File: src/hw/rtl/gma_pkg.sv
// Shared types and constants for the group mean accumulator.
`timescale 1ns / 1ps

package gma_pkg;

    localparam int DEF_MAX_BINS = 64;
    localparam int GROUPS_W     = 7;
    localparam int ID_W         = 8;
    localparam int VAL_W        = 32;
    localparam int SUM_W        = 48;
    localparam int CNT_W        = 24;
    localparam int KIND_W       = 2;
    localparam int DIV_STEPS    = SUM_W;

    localparam logic [GROUPS_W-1:0] GROUPS_RESET = GROUPS_W'(64);

    typedef enum logic [0:0] {
        CMD_ADD    = 1'b0,
        CMD_FINISH = 1'b1
    } cmd_t;

    typedef enum logic [KIND_W-1:0] {
        KIND_NA   = 2'd0,
        KIND_NAN  = 2'd1,
        KIND_MEAN = 2'd2
    } kind_t;

    // controller -> datapath
    typedef struct packed {
        logic  accept;
        logic  rd;
        logic  rd_walk;
        logic  add_wr;
        logic  div_start;
        logic  load_res;
        kind_t res_kind;
        logic  walk_next;
        logic  clear;
    } gma_cmd_t;

    // datapath -> controller
    typedef struct packed {
        logic n_zero;
        logic walk_last;
        logic seen;
        logic count_zero;
        logic div_done;
    } gma_stat_t;

endpackage

File: src/hw/rtl/gma_ctrl.sv
// Controller state machine: add read-modify-write, finish walk, store clear.
`timescale 1ns / 1ps

module gma_ctrl
    import gma_pkg::*;
(
    input  logic      clk,
    input  logic      rst_n,
    input  logic      start,
    input  cmd_t      cmd,
    input  gma_stat_t stat,
    output gma_cmd_t  ctl,
    output logic      busy,
    output logic      result_strobe
);

    typedef enum logic [2:0] {
        S_IDLE,
        S_ADD_WR,
        S_FIN_RD,
        S_FIN_EVAL,
        S_FIN_DIV,
        S_FIN_NEXT,
        S_CLEAR
    } state_t;

    state_t state_reg;
    state_t state_next;
    logic   strobe_reg;
    logic   strobe_next;

    always_comb
    begin
        state_next  = state_reg;
        strobe_next = 1'b0;
        ctl         = '0;
        ctl.res_kind = KIND_NA;
        case (state_reg)
            S_IDLE:
            begin
                ctl.rd = 1'b1;
                if (start)
                begin
                    ctl.accept = 1'b1;
                    if (cmd == CMD_FINISH)
                        state_next = stat.n_zero ? S_CLEAR : S_FIN_RD;
                    else
                        state_next = S_ADD_WR;
                end
            end
            S_ADD_WR:
            begin
                ctl.add_wr = 1'b1;
                state_next = S_IDLE;
            end
            S_FIN_RD:
            begin
                ctl.rd      = 1'b1;
                ctl.rd_walk = 1'b1;
                state_next  = S_FIN_EVAL;
            end
            S_FIN_EVAL:
            begin
                if (!stat.seen)
                begin
                    ctl.load_res = 1'b1;
                    ctl.res_kind = KIND_NA;
                    strobe_next  = 1'b1;
                    state_next   = S_FIN_NEXT;
                end
                else if (stat.count_zero)
                begin
                    ctl.load_res = 1'b1;
                    ctl.res_kind = KIND_NAN;
                    strobe_next  = 1'b1;
                    state_next   = S_FIN_NEXT;
                end
                else
                begin
                    ctl.div_start = 1'b1;
                    state_next    = S_FIN_DIV;
                end
            end
            S_FIN_DIV:
            begin
                if (stat.div_done)
                begin
                    ctl.load_res = 1'b1;
                    ctl.res_kind = KIND_MEAN;
                    strobe_next  = 1'b1;
                    state_next   = S_FIN_NEXT;
                end
            end
            S_FIN_NEXT:
            begin
                if (stat.walk_last)
                    state_next = S_CLEAR;
                else
                begin
                    ctl.walk_next = 1'b1;
                    state_next    = S_FIN_RD;
                end
            end
            S_CLEAR:
            begin
                ctl.clear  = 1'b1;
                state_next = S_IDLE;
            end
            default:
            begin
                state_next = S_IDLE;
            end
        endcase
    end

    always_ff @(posedge clk or negedge rst_n)
    begin
        if (!rst_n)
        begin
            state_reg  <= S_IDLE;
            strobe_reg <= 1'b0;
        end
        else
        begin
            state_reg  <= state_next;
            strobe_reg <= strobe_next;
        end
    end

    assign busy          = state_reg != S_IDLE;
    assign result_strobe = strobe_reg;

endmodule

File: config.mk
export PLATFORM = sky130hd
export DESIGN_NAME = gma_ctrl
export DESIGN_NICKNAME = d
export VERILOG_FILES = /design/src/hw/rtl/gma_pkg.sv /design/src/hw/rtl/gma_ctrl.sv
export SDC_FILE = /design/constraint.sdc
export NUM_CORES = 1
export LEC_CHECK = 0
export BUFFER_PORTS_ARGS = -buffer_cell sky130_fd_sc_hd__buf_2
export CAP_MARGIN = 15
export CORE_AREA = 2 2 39 41
export DETAILED_ROUTE_END_ITERATION = 10
export DIE_AREA = 0 0 41 43
export GPL_TIMING_DRIVEN = 0
export PLACE_DENSITY_LB_ADDON = 0.3
export SETUP_SLACK_MARGIN = 0.05
export SKIP_LAST_GASP = 1
export SLEW_MARGIN = 30
export SYNTH_ARGS = -nofsm -noshare
export SYNTH_HDL_FRONTEND = slang
export SYNTH_SLANG_ARGS = --single-unit
File: constraint.sdc
create_clock -name clk -period 1.4 [get_ports clk]
set_clock_uncertainty 0.15 [all_clocks]
set_input_delay 0.14 -clock clk [delete_from_list [all_inputs] [get_ports clk]]
set_output_delay 0.14 -clock clk [all_outputs]
set_load 0.02 [all_outputs]
==> impl_results.md <==
* Adder-cell share of the synthesized area at 0%
* Largest net degree at the start of global routing at 11
* Post-synth top area cell: dfrtp_1
* FP Rows at 14
* Slew HR at 80.1%
* Global-route wire length before repair at about 1600 um
* Via Count at 410
* Routed len/inst at between 10 and 15 um
* Area Overhead vs Synth at 129%
* Syn_area_per_cell at ~8.3 um^2
* Crit-path max FO at 4
* Post-Syn Instances at 37
* Yosys warnings at 0
* Drt drc at 0
* Main area contributors after synthesis: dfrtp_1 33%, nor2_1 6.1%, nand2_1 4.9%
* CP cell instances: buf_6 > or3_4 > nor2_4 > buf_6
* PnR worst setup slack at -0.222 ns
* Via density per instance at 4.56
* Worst reg-to-reg path cell count at 5
* Final GP Congestion at approximately 0.7
* Worst path slowest cell: dfrtp_2
* Ports at 21
* CTS buffer count at 3
* Min-delay src: stat[3]
* Clk pwr share at 9.6%
* Vias in the first global route at about 390
* Reg2reg end: state_reg[0]
* Antenna cell count at 0
* Setup TNS at -1.63 ns
* Die height at approximately 43 um
* Hold endpoint: state_reg[2]
* Largest family of logic cells by synthesized area: simple AND/OR/NAND/NOR gates
* Mux cell area share after synthesis at 0%
* Psw at 639 uW
* Max Transition Viols Final at 0
* Sw Ratio at 41.1%
* CTS tree: built
* Mapped cell area at slightly above 300 um^2
* Hold Path Depth at 3
* Critical Path End Type: output port
* Clk buf depth at 2
* Seq/Total Area, Yosys at 32.7%
* F_max at 617 MHz
* Net count, final at 85
* Sequential share of power at between 10% and 20%
* Final Hold Viols at 0
* Die ar. at ~1800 um^2
* Critical Path Source Type: flip-flop
* Failing checks: negative setup slack
* Status: finished with violations
* Port Buf Inserts at 20
* H-tree levels at 1
* Worst R2R Setup Slack at roughly 0.01 ns
* Starting DRT DRC Count at 5
* Dpl hpwl at approximately 610 um
* Final non-filler cell area at roughly 700 um^2
* Ratio of cells with drive above 1 in the final layout at between 70% and 80%
* Min Tclk post-route at between 1.5 and 2 ns
* Final worst-path cycle share at 116%
* DRT Pass-1 Iters at 4
* Simple-Gate Fraction of Synth Area at roughly 33%
* Syn nets at 46
* Slowest cell delay on critical path at between 0.4 and 0.5 ns
* Hold crit path type: in2reg
* Area fraction of the dominant cell type after synthesis at about a third
* P_int at 916 uW
* Initial Util at around 22%
* CTS clk-pin slew, worst paths at roughly 0.04 ns
* Max-capacitance violation count at 0
* Worst path arrival time at approximately 1.3 ns
* ANT nets after route at 0
* Crit-path most repeated cell: buf_6
* Largest register FFs at 3
* #FFs+latches synth at 4
* Sink Count at 4
* Filler instances at approximately 120
* Gr ovfl total at 0
* CP required at 1.11 ns
* P_leak at 0.000351 uW
* Core ar. at between 1000 and 1500 um^2
* Post-Synth XOR/XNOR Area at 0%
* Post-synthesis compound-gate area fraction at about a quarter
* Reg2Reg Launch Point: state_reg[1]
* Worst slew pin tran at around 0.3 ns
* Placement Cell Area at between 400 and 500 um^2
* Final setup fails at 10
* PD cells at 2210 nW/um^2
* Antenna violations before repair at 0
* Comb pwr share at roughly three quarters
* Chip width at 41 um
* Netlist cell types at 22
* Max IR drop VDD at about 0.74 mV
* CP startpoint: state_reg[2]
* Crit path kind: reg2out
* Root Driver: clkbuf_4
* Gr usage total at roughly 14%
* Wirelength, routed at roughly 1100 um
* Clock latency on the worst-skew pair at between 0.2 and 0.25 ns
* Unrepaired setup endpoints after global routing: true
[through the flow]
stage               utilization, %  instances  power, uW  setup WS [ns]  hold WS (ns)
floorplan                        -         37        675        -0.0672        -0.306
global placement              32.0         73        845         -0.190        -0.204
detailed placement            32.0         73        849         -0.199        -0.203
CTS                           45.8         86       1380         -0.228        0.0298
global route                  50.8         90       1650         -0.259        0.0190
finish                        50.8         90       1550         -0.222        0.0177
[cell families after synthesis]
group | count (synthesis)
buffers and inverters | 5
AOI/OAI and AO/OA | 10
DFF | 4
and+or+nand+nor | 18
[how the worst max path moves through the flow]
stage,slack [ns],depth (start not counted),end
2_1_floorplan,-0.07,3,ctl[9]
3_3_place_gp,-0.19,5,ctl[4]
3_5_place_dp,-0.20,5,ctl[4]
4_1_cts,-0.23,4,ctl[4]
5_1_grt,-0.26,4,ctl[9]
6_report,-0.22,4,ctl[9]
[Yosys cell counts]
cell type / number
nor3b_1: 2
a21boi_0: 1
dfrtp_1: 4
nor2b_4: 1
nor2_1: 5
o21a_1: 2
inv_1: 2
and2_1: 1
buf_2: 1
o21bai_1: 1
o311ai_0: 1
nor2b_1: 2
or3_1: 1
a21oi_1: 2
nand3_1: 1
buf_6: 1
and3b_1: 1
a31oi_1: 1
o31ai_1: 1
o221a_2: 1
buf_4: 1
nand2_1: 4
[power by group through the flow]
| stage | sequential, uW | combinational [uW] | clock (uW) |
|---|---|---|---|
| final | 218 | 1190 | 149 |
| after global routing | 223 | 1260 | 168 |
| after CTS | 209 | 1020 | 153 |
| after detailed placement | 219 | 630 | 0 |
| after global placement | 219 | 627 | 0 |
| after floorplan | 217 | 458 | 0 |
[final cells by class]
| class | instances | area, um^2 | area share (%) |
|---|---|---|---|
| tap | 16 | 20.0 | 2.85 |
| sequential | 4 | 103 | 14.6 |
| multi-input combinational | 28 | 250 | 35.6 |
| inverter | 2 | 7.51 | 1.07 |
| clock buffer | 3 | 22.5 | 3.20 |
| buffer | 2 | 22.5 | 3.20 |
| timing repair buffer | 35 | 278 | 39.5 |
[cells in the final DEF, fill, tap and decap left out, types with 2 or more instances in the layout]
master,netlist,final
nor3b_2,0,2
buf_2,1,13
a21oi_1,2,2
nand2_1,4,2
buf_6,1,14
inv_1,2,2
nor2b_1,2,2
buf_4,1,9
dfrtp_2,0,2
nor2_4,0,2
clkbuf_4,0,3
dfrtp_1,4,2
nor2_1,5,2
o21a_1,2,2
[worst max-delay path: cells and delay by family, from the launching register on]
| kind | cells | cell delay (ns) |
|---|---|---|
| flops | 1 | 0.43 |
| buf+inv | 2 | 0.24 |
| simple gates | 2 | 0.43 |
[what timing repair did]
item	CTS	global route
cloned	0	1
hold endpoints to repair	4	0
hold buffers	1	0
setup buffers	10	3
resized for setup	25	12
pin swaps	4	5
setup endpoints to repair	11	13
[metal layers]
| layer | track usage (%) | vias to the layer above | share of wire [%] |
|---|---|---|---|
| li1 | - | 202 | - |
| met1 | 14.5 | 197 | 36 |
| met2 | 22.5 | 9 | 59 |
| met3 | 3.14 | 2 | 3.4 |
| met4 | 8.00 | 0 | 1.4 |
| met5 | 0 | - | 0 |
Power figures use the tool's default switching activity.
